## src/rtl/sdpq_pkg.sv

```systemverilog
// Shared constants, codes and control/status types for the sorted dedup priority queue.
// No dependencies; used by sdpq_ctrl, sdpq_dp and the top level.
`timescale 1ns / 1ps

package sdpq_pkg;

  localparam int DEPTH        = 16;
  localparam int VALUE_BITS   = 16;
  localparam int VALUE_W      = 16;
  localparam int STATUS_W     = 2;
  localparam int ITEM_COUNT_W = 5;
  localparam int CNT_W        = $clog2(DEPTH + 1);
  localparam int IDX_W        = $clog2(DEPTH);

  localparam logic REQ_ADD  = 1'b0;
  localparam logic REQ_PULL = 1'b1;

  typedef enum logic [STATUS_W-1:0] {
    ST_OK    = 2'd0,
    ST_DUP   = 2'd1,
    ST_FULL  = 2'd2,
    ST_EMPTY = 2'd3
  } status_e;

  // commands from the controller to the datapath
  typedef struct packed {
    logic    load_req;
    logic    rd_top;
    logic    probe;
    logic    step;
    logic    wr_ins_hi;
    logic    wr_ins_lo;
    logic    cnt_inc;
    logic    cnt_dec;
    logic    take_pull;
    logic    set_status;
    status_e status;
    logic    load_out;
  } cmd_t;

  // datapath flags seen by the controller
  typedef struct packed {
    logic is_pull;
    logic cnt_zero;
    logic cnt_full;
    logic idx_zero;
    logic gt;
    logic eq;
  } dp_sts_t;

endpackage

```

## src/rtl/sdpq_ctrl.sv

```systemverilog
// Request sequencer for the sorted dedup priority queue.
// Depends on sdpq_pkg; drives sdpq_dp through cmd_t and reads dp_sts_t.
`timescale 1ns / 1ps

module sdpq_ctrl (
  input  logic              clk_i,
  input  logic              rst_ni,
  input  logic              in_valid_i,
  output logic              in_ready_o,
  output logic              out_valid_o,
  input  logic              out_ready_i,
  input  sdpq_pkg::dp_sts_t sts_i,
  output sdpq_pkg::cmd_t    cmd_o
);
  import sdpq_pkg::*;

  typedef enum logic [6:0] {
    S_IDLE  = 7'b0000001,
    S_START = 7'b0000010,
    S_FIND  = 7'b0000100,
    S_SCAN  = 7'b0001000,
    S_PLACE = 7'b0010000,
    S_PULL  = 7'b0100000,
    S_FIN   = 7'b1000000
  } state_e;

  state_e state_q, state_d;
  logic   out_valid_q, out_valid_d;

  always_comb begin
    state_d     = state_q;
    out_valid_d = out_valid_q & ~out_ready_i;
    cmd_o       = '0;
    cmd_o.status = ST_OK;
    in_ready_o  = 1'b0;

    unique case (state_q)
      S_IDLE: begin
        in_ready_o = 1'b1;
        if (in_valid_i) begin
          cmd_o.load_req = 1'b1;
          state_d = S_START;
        end
      end
      S_START: begin
        cmd_o.set_status = 1'b1;
        if (sts_i.is_pull) begin
          if (sts_i.cnt_zero) begin
            cmd_o.status = ST_EMPTY;
            state_d = S_FIN;
          end else begin
            cmd_o.rd_top = 1'b1;
            state_d = S_PULL;
          end
        end else if (sts_i.cnt_full) begin
          cmd_o.status = ST_FULL;
          state_d = S_FIN;
        end else if (sts_i.cnt_zero) begin
          cmd_o.wr_ins_lo = 1'b1;
          cmd_o.cnt_inc   = 1'b1;
          state_d = S_FIN;
        end else begin
          cmd_o.rd_top = 1'b1;
          state_d = S_FIND;
        end
      end
      S_FIND: begin
        // read-only walk down from the top looking for a held value
        if (sts_i.eq) begin
          cmd_o.set_status = 1'b1;
          cmd_o.status     = ST_DUP;
          state_d = S_FIN;
        end else if (sts_i.gt && !sts_i.idx_zero) begin
          cmd_o.probe = 1'b1;
        end else begin
          cmd_o.rd_top = 1'b1;
          state_d = S_SCAN;
        end
      end
      S_SCAN: begin
        // walk down from the top, moving larger entries up one place
        if (sts_i.gt) begin
          cmd_o.step = 1'b1;
          if (sts_i.idx_zero) begin
            state_d = S_PLACE;
          end
        end else begin
          cmd_o.wr_ins_hi = 1'b1;
          cmd_o.cnt_inc   = 1'b1;
          state_d = S_FIN;
        end
      end
      S_PLACE: begin
        cmd_o.wr_ins_lo = 1'b1;
        cmd_o.cnt_inc   = 1'b1;
        state_d = S_FIN;
      end
      S_PULL: begin
        cmd_o.take_pull = 1'b1;
        cmd_o.cnt_dec   = 1'b1;
        state_d = S_FIN;
      end
      S_FIN: begin
        if (!out_valid_q || out_ready_i) begin
          cmd_o.load_out = 1'b1;
          out_valid_d = 1'b1;
          state_d = S_IDLE;
        end
      end
      default: begin
        state_d = S_IDLE;
      end
    endcase
  end

  always_ff @(posedge clk_i or negedge rst_ni) begin
    if (!rst_ni) begin
      state_q     <= S_IDLE;
      out_valid_q <= 1'b0;
    end else begin
      state_q     <= state_d;
      out_valid_q <= out_valid_d;
    end
  end

  assign out_valid_o = out_valid_q;

endmodule

```

## src/rtl/sdpq_dp.sv

```systemverilog
// Datapath of the sorted dedup priority queue: entry memory, count, scan index, result word.
// Depends on sdpq_pkg; controlled by sdpq_ctrl through cmd_t.
`timescale 1ns / 1ps

module sdpq_dp (
  input  logic                                clk_i,
  input  logic                                rst_ni,
  input  logic                                req_type_i,
  input  logic [sdpq_pkg::VALUE_W-1:0]        value_i,
  input  sdpq_pkg::cmd_t                      cmd_i,
  output sdpq_pkg::dp_sts_t                   sts_o,
  output logic [sdpq_pkg::VALUE_W-1:0]        pulled_value_o,
  output logic [sdpq_pkg::STATUS_W-1:0]       status_o,
  output logic [sdpq_pkg::ITEM_COUNT_W-1:0]   item_count_o,
  output logic                                is_empty_o
);
  import sdpq_pkg::*;

  logic [VALUE_BITS-1:0] mem [DEPTH];
  logic [VALUE_BITS-1:0] rdata_q;

  logic                  type_q;
  logic [VALUE_BITS-1:0] val_q;
  logic [CNT_W-1:0]      cnt_q;
  logic [IDX_W-1:0]      idx_q;
  logic [VALUE_BITS-1:0] pulled_q;
  status_e               status_q;

  logic [VALUE_W-1:0]      out_pulled_q;
  status_e                 out_status_q;
  logic [ITEM_COUNT_W-1:0] out_count_q;

  logic [IDX_W-1:0]      top_idx;
  logic [IDX_W-1:0]      idx_up;
  logic [IDX_W-1:0]      raddr;
  logic                  rd_en;
  logic [IDX_W-1:0]      waddr;
  logic [VALUE_BITS-1:0] wdata;
  logic                  wr_en;

  assign top_idx = IDX_W'(cnt_q - 1'b1);
  assign idx_up  = idx_q + 1'b1;

  assign sts_o.is_pull  = (type_q == REQ_PULL);
  assign sts_o.cnt_zero = (cnt_q == '0);
  assign sts_o.cnt_full = (cnt_q == CNT_W'(DEPTH));
  assign sts_o.idx_zero = (idx_q == '0);
  assign sts_o.gt       = (rdata_q > val_q);
  assign sts_o.eq       = (rdata_q == val_q);

  always_comb begin
    rd_en = 1'b0;
    raddr = top_idx;
    if (cmd_i.rd_top) begin
      rd_en = 1'b1;
    end else if ((cmd_i.step || cmd_i.probe) && (idx_q != '0)) begin
      rd_en = 1'b1;
      raddr = idx_q - 1'b1;
    end
  end

  always_comb begin
    wr_en = cmd_i.step | cmd_i.wr_ins_hi | cmd_i.wr_ins_lo;
    waddr = idx_up;
    wdata = val_q;
    if (cmd_i.step) begin
      wdata = rdata_q;
    end else if (cmd_i.wr_ins_lo) begin
      waddr = '0;
    end
  end

  always_ff @(posedge clk_i) begin
    if (wr_en) begin
      mem[waddr] <= wdata;
    end
  end

  always_ff @(posedge clk_i) begin
    if (rd_en) begin
      rdata_q <= mem[raddr];
    end
  end

  // request, scan index and result payload registers
  always_ff @(posedge clk_i) begin
    if (cmd_i.load_req) begin
      type_q   <= req_type_i;
      val_q    <= value_i[VALUE_BITS-1:0];
      pulled_q <= '0;
      status_q <= ST_OK;
    end else begin
      if (cmd_i.take_pull) begin
        pulled_q <= rdata_q;
      end
      if (cmd_i.set_status) begin
        status_q <= cmd_i.status;
      end
    end
    if (cmd_i.rd_top) begin
      idx_q <= top_idx;
    end else if (cmd_i.step || cmd_i.probe) begin
      idx_q <= idx_q - 1'b1;
    end
    if (cmd_i.load_out) begin
      out_pulled_q <= VALUE_W'(pulled_q);
      out_status_q <= status_q;
      out_count_q  <= ITEM_COUNT_W'(cnt_q);
    end
  end

  always_ff @(posedge clk_i or negedge rst_ni) begin
    if (!rst_ni) begin
      cnt_q <= '0;
    end else if (cmd_i.cnt_inc) begin
      cnt_q <= cnt_q + 1'b1;
    end else if (cmd_i.cnt_dec) begin
      cnt_q <= cnt_q - 1'b1;
    end
  end

  assign pulled_value_o = out_pulled_q;
  assign status_o       = out_status_q;
  assign item_count_o   = out_count_q;
  assign is_empty_o     = (out_count_q == '0);

endmodule

```

## src/rtl/sorted_dedup_priority_queue.sv

```systemverilog
// Top level of the sorted dedup priority queue: sequencer plus datapath.
// Depends on sdpq_pkg, sdpq_ctrl and sdpq_dp.
//
//   channel | handshake               | word
//   --------+-------------------------+---------------------------------------------
//   in      | in_valid_i / in_ready_o | req_type_i, value_i
//   out     | out_valid_o/out_ready_i | pulled_value_o, status_o, item_count_o,
//           |                         | is_empty_o
//
// one request at a time; a refused add, an empty pull or a first entry goes straight from
// the start state to the result, a pull reads the top entry and takes it; an add scans down
// once from the top for a held value, then again from the top moving larger entries up
// reset clears the count and handshake state; the entry memory needs no clearing
// a new request is taken while the result waits; a stalled output holds the last step
`timescale 1ns / 1ps

module sorted_dedup_priority_queue (
  input  logic                               clk_i,
  input  logic                               rst_ni,
  input  logic                               in_valid_i,
  output logic                               in_ready_o,
  input  logic                               req_type_i,
  input  logic [sdpq_pkg::VALUE_W-1:0]       value_i,
  output logic                               out_valid_o,
  input  logic                               out_ready_i,
  output logic [sdpq_pkg::VALUE_W-1:0]       pulled_value_o,
  output logic [sdpq_pkg::STATUS_W-1:0]      status_o,
  output logic [sdpq_pkg::ITEM_COUNT_W-1:0]  item_count_o,
  output logic                               is_empty_o
);
  import sdpq_pkg::*;

  cmd_t    cmd;
  dp_sts_t sts;

  sdpq_ctrl u_ctrl (
    .clk_i       (clk_i),
    .rst_ni      (rst_ni),
    .in_valid_i  (in_valid_i),
    .in_ready_o  (in_ready_o),
    .out_valid_o (out_valid_o),
    .out_ready_i (out_ready_i),
    .sts_i       (sts),
    .cmd_o       (cmd)
  );

  sdpq_dp u_dp (
    .clk_i          (clk_i),
    .rst_ni         (rst_ni),
    .req_type_i     (req_type_i),
    .value_i        (value_i),
    .cmd_i          (cmd),
    .sts_o          (sts),
    .pulled_value_o (pulled_value_o),
    .status_o       (status_o),
    .item_count_o   (item_count_o),
    .is_empty_o     (is_empty_o)
  );

endmodule

```

## config.mk

```make
export PLATFORM = sky130hd
export DESIGN_NAME = sorted_dedup_priority_queue
export DESIGN_NICKNAME = d
export VERILOG_FILES = /design/src/rtl/sdpq_pkg.sv /design/src/rtl/sdpq_ctrl.sv /design/src/rtl/sdpq_dp.sv /design/src/rtl/sorted_dedup_priority_queue.sv
export SDC_FILE = /design/constraint.sdc
export NUM_CORES = 1
export LEC_CHECK = 0
export CAP_MARGIN = 10
export CORE_ASPECT_RATIO = 0.75
export CORE_MARGIN = 2
export CORE_UTILIZATION = 40
export CTS_BUF_LIST = sky130_fd_sc_hd__clkbuf_8
export DETAILED_ROUTE_END_ITERATION = 12
export DONT_BUFFER_PORTS = 1
export PLACE_DENSITY = 0.6
export SYNTH_ARGS = -nofsm -noshare
export SYNTH_HDL_FRONTEND = slang
export SYNTH_SLANG_ARGS = --single-unit
```

## constraint.sdc

```tcl
create_clock -name clk_i -period 5.65 [get_ports clk_i]
set_clock_uncertainty 0.2 [all_clocks]
set_input_delay 0.8475 -clock clk_i [delete_from_list [all_inputs] [get_ports clk_i]]
set_output_delay 0.8475 -clock clk_i [all_outputs]
set_load 0.05 [all_outputs]
```

; ---- Yosys cells after proc, flatten, opt, wreduce, memory -nomap -nowiden
; Memory sizes are Yosys's and may differ from the RTL's. A register that Yosys moved wholly into a read port is not among the register bits.
; Index checks and enable logic that the tools add are counted.
[totals]
n_memories = 1
elab_cells = 100
ram_bits = 256
output_inout_bits = 26
regBits = 75
in_bits = 21
[classes]
mux = 52
addsub = 4
magnitude_cmp = 1
reduce_logical = 14
n_eq_ne = 13
bitwise_logic = 4
[mem_list]
columns = name, words, word_bits, rd, rd_ports_with_merged_regs, write_ports, line
row1 = u_dp.mem, 16, 16, 1, 1, 1, sdpq_dp.sv:19  ; logic [VALUE_BITS-1:0] mem [DEPTH];
[op_table]
columns = cell, count
row1 = $mux W7, 10
row2 = $pmux W7 S6, 1
row3 = $mux W4, 6
row4 = $mux W1, 19
row5 = $eq A16 B16 Y1, 1
row6 = $gt A16 B16 Y1, 1
row7 = $mux W16, 1
row8 = $mux W2, 8
row9 = $logic_not A5 Y1, 2
row10 = $mux W5, 2
row11 = $eq A7 B1 Y1 const B, 1
row12 = $eq A7 B2 Y1 const B, 1
row13 = $eq A7 B3 Y1 const B, 1
row14 = $eq A7 B4 Y1 const B, 1
row15 = $eq A7 B5 Y1 const B, 1
row16 = $eq A7 B6 Y1 const B, 1
row17 = $eq A7 B7 Y1 const B, 1
row18 = $pmux W3 S2, 1
row19 = $add A5 B1 Y5 const B, 1
row20 = $eq A5 B5 Y1 const B, 1
row21 = $sub A5 B1 Y5 const B, 1
row22 = $add A4 B1 Y4 const B, 1
row23 = $logic_not A4 Y1, 1
row24 = $pmux W1 S2, 2
row25 = 17 further kinds, 22

; ---- Depth between registers and ports, before layout
; Gate-level depths: netlist of the first run.
[depth]
ltp_word = 10
mapped_depth = 14
mapped_depth_nobuf = 10

; ---- Hierarchy
; A second synthesis of the first run with hierarchy kept.
[unflattened]
hier_cells = 1025
area_unflattened_um2 = 14223.6
[by_module_without_submodules]
columns = mod, cells_per_inst, instances, area_each_um2, seq_area_each_um2
row1 = sdpq_dp, 952, 1, 13594.3, 9974.6
row2 = sdpq_ctrl, 73, 1, 629.4, 201.4

; ---- Worst setup path before layout of the first run
; No wires, ideal clock.
[synth_timing]
path_kind = reg-to-reg
from = register u_dp.cnt_q[0]
to = memory u_dp.mem[1][0], enable pin
arrival_ns = 3.476
setup_ns = 0.409
path_buffers = 3
period_less_slack_ns = 4.085
path_stages_with_launch = 11
slack_ns = 1.565
t_required_ns = 5.041
path_cell_list = dfrtp_1 clkbuf_1 inv_1 clkbuf_1 clkbuf_1 ha_1 nand2_1 nor4_1 o21bai_1 o21ai_0 nor3_1
[synth_between]
elab_chain_cells = 8
word_cells_on_any_way = 11
classes_between = eq/ne (1) / mux (8) / bitwise (1) / reduce/logical (1)
[synth_rtl]
columns = item, line
row1 = from (decl), sdpq_dp.sv:24  ; logic [CNT_W-1:0] cnt_q;
row2 = from (signal assigned), sdpq_dp.sv:116  ; cnt_q <= cnt_q + 1'b1;
row3 = from (signal assigned), sdpq_dp.sv:118  ; cnt_q <= cnt_q - 1'b1;
row4 = $logic_not A5 Y1, sdpq_dp.sv:45  ; assign sts_o.cnt_zero = (cnt_q == '0);
row5 = $mux W2, sdpq_ctrl.sv:58  ; end else if (sts_i.cnt_zero) begin
row6 = $mux W2 (*), sdpq_ctrl.sv:55  ; end else if (sts_i.cnt_full) begin
row7 = $mux W2 (*), sdpq_ctrl.sv:47  ; if (sts_i.is_pull) begin
row8 = $pmux W1 S2 (*), sdpq_ctrl.sv:37  ; unique case (state_q)
row9 = $or A1 B1 Y1, sdpq_dp.sv:63  ; wr_en = cmd_i.step | cmd_i.wr_ins_hi | cmd_i.wr_ins_lo;
row10 = $mux W1, sdpq_dp.sv:74  ; if (wr_en) begin
row11 = $mux W1 (not written as such), sdpq_dp.sv:75  ; mem[waddr] <= wdata;
row12 = to (decl), sdpq_dp.sv:19
; Mark *: on every way between the ends. The rest lies on a longest branch, timed or not.

; ---- Final worst setup path of the first run
[layout_timing]
from = register u_dp.rdata_q[13], read port of u_dp.mem
to = register u_dp.rdata_q[10], read port of u_dp.mem, data pin
[layout_between]
elab_chain_cells = 9
word_cells_on_any_way = 16
classes_between = order compare (1) / eq/ne (1) / mux (11) / reduce/logical (3)
[layout_rtl]
columns = item, line
row1 = from (decl), sdpq_dp.sv:20  ; logic [VALUE_BITS-1:0] rdata_q;
row2 = $gt A16 B16 Y1, sdpq_dp.sv:48  ; assign sts_o.gt = (rdata_q > val_q);
row3 = $logic_and A1 B1 Y1, sdpq_ctrl.sv:73  ; end else if (sts_i.gt && !sts_i.idx_zero) begin
row4 = $mux W1, sdpq_ctrl.sv:73
row5 = $mux W2, sdpq_ctrl.sv:69  ; if (sts_i.eq) begin
row6 = $mux W1, sdpq_ctrl.sv:37
row7 = $logic_or A1 B1 Y1, sdpq_dp.sv:56  ; end else if ((cmd_i.step || cmd_i.probe) && (idx_q != '0)) begin
row8 = $logic_and A1 B1 Y1, sdpq_dp.sv:56
row9 = $mux W4 or $mux W1 (tied branches), sdpq_dp.sv:56
row10 = $mux W4 or $mux W1 (tied branches), sdpq_dp.sv:54  ; if (cmd_i.rd_top) begin
; Several ways; a longest one is shown, not always the timed one.
; A chain may end at the register's enable or synchronous reset.

==> out/qor.csv, run 1 <==
metric;value;unit
outcome;finished clean;
vias;13800;
worstSetupStartpointType;flop;
ir_drop;0.504;mV
power_switching_share;0.433;
final_hold_violation_count;0;
flow.area_growth_from_synthesis;8.96;%
area_inside_the_core_boundary;43100;um2
timing.hold.worst.start;value_i[11];
crit_path_top_delay_cell;or4_1;
cts_htree_levels;2;
clk_pin_slew_worst_paths;0.07;ns
clock_path_buffers;3;
synth.net_count;1670;
power_per_cell_area;493;nW/um2
placed_wire_length_estimate;29900;um
initial_utilization;0.403;
die_height;185;um
drt_first_pass_iters;5;
vias_per_cell;6.29;
r2r_cells;10;
clk_latency;0.62;ns
synth_seq_cells;347;
post_synth.cell_area_avg;10.7;um2
synth_largest_type_area_fraction;0.546;
finalWeightedCongestion;0.856;
fin_util;0.439;
timing_worst_slew_pin_value;1.01;ns
setup-violations-final;0;
class_of_the_most_critical_hold_timing_path;in -> reg;
routedWlPerCell;24.8;um
tritoncts.num_buffers;53;
grt_start_max_net_pins;135;
final_nets;1625;
most_instantiated_flip_flop_cell_in_the_synthesis_netlist;edfxtp_1;
layout.cells.most_common_list;nand2_1 (433), edfxtp_1 (316), a21oi_1 (158), a211oi_1 (129), a311oi_1 (129);
path_class;reg -> reg;
grt_first_pass_wirelength;81200;um
post_route_cells_drive_above_1_share;0.102;
reg2reg_to;u_dp.rdata_q[10];
path_cells;ha_1, nand4_2, nor4_1, a21boi_2, o31a_4, nand2_4, buf_12, a311oi_1, o22ai_1, or4_1;
layout.cells.most_common;nand2_1;
grt_use_total;0.237;
post_synth_instance_area;17400;um2
placement.io_buffers;0;
fin_crit;4.92;ns
number_of_instances_in_the_placed_design;2106;
via_count_of_the_first_global_routing_pass;12900;
synth_area_leaders;edfxtp_1 (55%), nand2_1 (9.3%), a311oi_1 (6.5%);
slew_viol_final;0;
net-switching-power;4.04;mW
crit_required;5.79;ns
seq_area_frac_synth;0.585;
yosysWarnings;0;
global_route.overflow_total;0;
detail_route.drc_violations;0;
synthCells;1629;
routed_wirelength;54700;um
die_w;245;um
tritoncts_clock_tree;yes;
yosys.cell_types.count;62;
clock_sink_count;347;
synth_area_leader_cell;edfxtp_1;
setup-tns-final;0;ns
clock_tree.root_cell;clkbuf_8;
post-route-period-util;0.871;
num_rows;66;
worst_reg_to_reg_setup_slack;0.73;ns
cap_viol_max_count;0;
power.share.sequential;0.370;
ios;47;
max-slew-margin-rel;0.328;
antenna-diode-count;0;
whs;0.115;ns
drtIter0Drc;1566;
dieArea;45200;um2
ys_async_sr_fraction;0.0375;
final_cells;2202;
edff_count_synth;316;
cellInternalPower;5.30;mW
final_antenna_net_count;0;
clock_group_share_of_total_power;0.218;
antenna_found_initial;1;
crit_arrival;5.06;ns
r2r_start;u_dp.rdata_q[13];
setup.worst_path.start;u_dp.rdata_q[13];
cp_max_fo;80;
crit_path_end_kind;flop;
clock.fmax;203;MHz
grt_setup_unrepaired;false;
critical_path.endpoint;u_dp.rdata_q[10];
post-cts-setup-buffers;0;
share_comb_of_total_power;0.412;
slowest_delay;0.62;ns
total_leakage_power;6.28;nW
-- registers in the layout, indices dropped and copies added (netlist names) --
signal and flops:
u_ctrl.out_valid_o 1, u_ctrl.state_q 7, u_dp.cnt_q 5, u_dp.idx_q 4, u_dp.item_count_o 5, u_dp.mem 256
u_dp.pulled_q 16, u_dp.pulled_value_o 16, u_dp.rdata_q 16, u_dp.status_o 2, u_dp.status_q 2, u_dp.type_q 1
u_dp.val_q 16
-- layout make-up --
type / count / area [um2]
Clock buffer: 58 / 798
Clock inverter: 37 / 198
Fill cell: 3963 / 24200
Inverter: 25 / 98.8
Multi-Input combinational cell: 1112 / 6540
Sequential cell: 347 / 10200
Tap cell: 578 / 723
Timing Repair Buffer: 45 / 403
-- how the worst min path moves through the flow --
| stage | end | slack, ns | cells past startpoint |
|---|---|---|---|
| 2_1_floorplan | u_dp.status_o[1] | 0.21 | 0 |
| 3_3_place_gp | u_dp.pulled_value_o[8] | 0.22 | 0 |
| 3_5_place_dp | u_dp.status_o[0] | 0.22 | 0 |
| 4_1_cts | u_ctrl.out_valid_o | 0.09 | 1 |
| 5_1_grt | u_dp.val_q[11] | 0.09 | 0 |
| 6_report | u_dp.val_q[11] | 0.12 | 0 |
-- through the flow --
stage | worst slack [ns] | instance area [um2] | power (mW)
6_report | 0.728 | 18900 | 9.34
5_1_grt | 0.586 | 18900 | 9.74
4_1_cts | 0.810 | 18900 | 9.28
3_5_place_dp | 0.814 | 17900 | 7.26
3_3_place_gp | 0.842 | 17900 | 7.20
2_1_floorplan | 1.57 | 17400 | 6.03
-- per-layer routing --
layer | GRT usage | up-vias | wire length [um]
met2 | 0.350 | 778 | 23700
met5 | 0 | - | 10
met1 | 0.352 | 6808 | 23800
li1 | - | 6148 | -
met4 | 0.0722 | 2 | 1410
met3 | 0.0463 | 111 | 5740
-- worst max-delay path, delay by kind of cell (launching register included) --
family	cells	cell delay [ns]
AO/OA/AOI/OAI	4	1.54
adder cells (fa/ha/maj)	1	0.37
buffers and inverters	1	0.36
flip-flops	1	0.51
AND/OR/NAND/NOR	4	1.56
-- cell families (layout without fill, tap and decap cells) --
group                      count (synthesis)  in the layout  synth area share
AOI/OAI and AO/OA                        521            521             0.211
muxes                                     18             18            0.0114
xor gates and xnor gates                  11             11           0.00554
and+or+nand+nor                          542            542             0.130
buffers and inverters                    170            165            0.0429
DFF                                      347            347             0.585
adders and majority gates                 20             20            0.0144
-- power groups by stage --
| stage | clock network, mW | logic, mW | registers [mW] |
|---|---|---|---|
| 6_report | 2.04 | 3.85 | 3.45 |
| 5_1_grt | 2.17 | 4.10 | 3.47 |
| 4_1_cts | 2.06 | 3.77 | 3.45 |
| 3_5_place_dp | 0 | 3.76 | 3.50 |
| 3_3_place_gp | 0 | 3.70 | 3.50 |
| 2_1_floorplan | 0 | 2.63 | 3.40 |
-- synthesized netlist by cell type (4+ instances only) --
library cell	n
a211oi_1	129
xnor2_1	9
or3_1	4
nand2_1	433
clkbuf_1	99
o22ai_2	5
o21ai_0	6
nor2_1	32
ha_1	20
inv_1	24
nor4_1	4
dfrtp_1	12
o211ai_2	4
and2_1	5
edfxtp_1	316
or4_1	17
nor3_1	9
a21oi_1	159
nand2b_1	9
nand3_1	9
buf_2	35
mux2_2	15
a311oi_1	129
a21o_1	5
buf_6	7
o22ai_1	67
dfxtp_1	18
-- what timing repair did --
action	4_1_cts	5_1_grt
hold buffers	1	0
endpoints found under the hold margin	13	0
resized for setup	0	0
(Power assumes the default switching activity.)
==> run 2: changes to the inputs <==
CORE_ASPECT_RATIO = 1.1   (was 0.75)
==> out/qor.csv, run 2 (synthesized netlist as in run 1, its figures left out) <==
metric;value;unit
clock.fmax;209;MHz
cap_viol_max_count;0;
global_route.usage.met2;0.391;
die_w;203;um
ios;47;
ir_drop;0.433;mV
grt_start_max_net_pins;129;
placed_wire_length_estimate;30400;um
crit_path_frequent_cell;buf_4;
clk_pin_slew_worst_paths;0.07;ns
flow.area_growth_from_synthesis;9.43;%
setup.worst_path.start;u_dp.idx_q[0];
final_hold_violation_count;0;
total_leakage_power;6.34;nW
globalRouteMet3Util;0.0349;
power_per_cell_area;492;nW/um2
routed_wirelength;55300;um
global_route.overflow_total;0;
tritoncts.num_buffers;58;
clock_tree.root_cell;clkbuf_8;
setup-violations-final;0;
placement.io_buffers;0;
crit_arrival;4.95;ns
cts_htree_levels;2;
detail_route.drc_violations;0;
worstSetupStartpointType;flop;
die_height;223;um
final_antenna_net_count;0;
class_of_the_most_critical_hold_timing_path;in -> reg;
area_inside_the_core_boundary;43100;um2
flip_flop_count_of_the_largest_register_all_copies_and_words_added;256;
clk_latency;0.64;ns
r2r_start;u_dp.idx_q[0];
fin_crit;4.78;ns
final_nets;1631;
outcome;finished clean;
drt_first_pass_iters;6;
num_rows;80;
post-route-period-util;0.846;
gr-max-usage-layer;met2;
number_of_instances_in_the_placed_design;2103;
met1_usage;0.318;
vias;14000;
max-slew-margin-rel;0.274;
timing.final.ws_setup;0.873;ns
crit_buf_inv;3;
crit_path_top_delay_cell;buf_4;
timing_worst_slew_pin_value;1.09;ns
setup-tns-final;0;ns
post_route_cells_drive_above_1_share;0.110;
area.sequential;10200;um2
worst_reg_to_reg_setup_slack;0.87;ns
clock_sink_count;347;
drtIter0Drc;1780;
routedWlPerCell;24.9;um
detailedPlace.worstSlack;0.966;ns
crit_required;5.82;ns
layout.cells.most_common_list;nand2_1 (433), edfxtp_1 (316), a21oi_1 (158), a211oi_1 (129), a311oi_1 (129);
vias_per_cell;6.30;
ctsResizeCount;0;
initial_utilization;0.403;
clock_path_buffers;3;
timing.hold.worst.start;value_i[10];
multi_input_combinational_cell_area;6550;um2
layout.cells.most_common;nand2_1;
dieArea;45200;um2
path_cells;inv_4, ha_1, or3b_1, nand3_4, buf_4, buf_4, a211oi_1, a311oi_1, o22ai_1, or4_1;
crit_path_end_kind;flop;
fillers;3918;
path_class;reg -> reg;
tritoncts_clock_tree;yes;
grt_use_total;0.239;
via_count_of_the_first_global_routing_pass;13300;
regMostFlops;u_dp.mem;
cell_family_with_the_largest_share_of_critical_path_delay;buffers and inverters;
final_cells;2218;
slowest_delay;0.85;ns
cp_max_fo;68;
slew_viol_final;0;
grt_setup_unrepaired;false;
antenna_found_initial;4;
finalWeightedCongestion;0.830;
grt_first_pass_wirelength;82800;um
## run 2: layout make-up
class | count | area share
flip-flops and latches | 347 | 0.535
inverters | 25 | 0.00519
repair buffers | 46 | 0.0203
well taps | 574 | 0.0377
diodes | 5 | 0.000658
multi-input cells | 1112 | 0.344
clock buffers | 64 | 0.0463
clock inverters | 45 | 0.0107
## run 2: where the power goes
group	switching, mW	leakage (nW)	internal (mW)	total, mW
sequential	0.209	3.17	3.22	3.43
combinational	2.80	2.53	1.06	3.86
clock	1.04	0.640	1.05	2.09
## run 2: path summary, 6_finish.rpt
kind / end / cells past startpoint
setup / recovery: u_dp.rdata_q[11] / 10
hold / removal: u_dp.val_q[10] / 0
setup reg to reg: u_dp.rdata_q[11] / 10
hold reg to reg: u_dp.status_o[0] / 0
max in group asynchronous: u_dp.cnt_q[0] / 1
min in group asynchronous: u_dp.cnt_q[1] / 1
## run 2: stage by stage
step	hold slack, ns	area (um2)	power [mW]	util
detailed placement	0.214	17900	7.23	0.415
global route	0.0699	19000	9.76	0.441
finish	0.100	19000	9.37	0.441
global placement	0.215	17900	7.18	0.415
floorplan	0.208	17400	6.03	-
CTS	0.0647	19000	9.31	0.441
## run 2: what timing repair did
| action | in CTS | in global routing |
|---|---|---|
| hold endpoints to repair | 13 | 0 |
| setup buffers | 0 | 0 |
| hold buffers | 1 | 0 |
## run 2: worst register-to-register path, stage by stage (launching register included)
cell and delay [ns]:
edfxtp_1 0.53, inv_4 0.10, ha_1 0.17, or3b_1 0.47
nand3_4 0.13, buf_4 0.65, buf_4 0.95, a211oi_1 0.10
a311oi_1 0.50, o22ai_1 0.17, or4_1 0.58
## run 2: routing by layer
| layer | wire [um] | vias up | part of all wire |
|---|---|---|---|
| met5 | 0 | - | 0 |
| met4 | 2390 | 0 | 0.043 |
| met3 | 4580 | 155 | 0.083 |
| met2 | 26300 | 775 | 0.48 |
| met1 | 22100 | 6872 | 0.40 |
| li1 | - | 6181 | - |
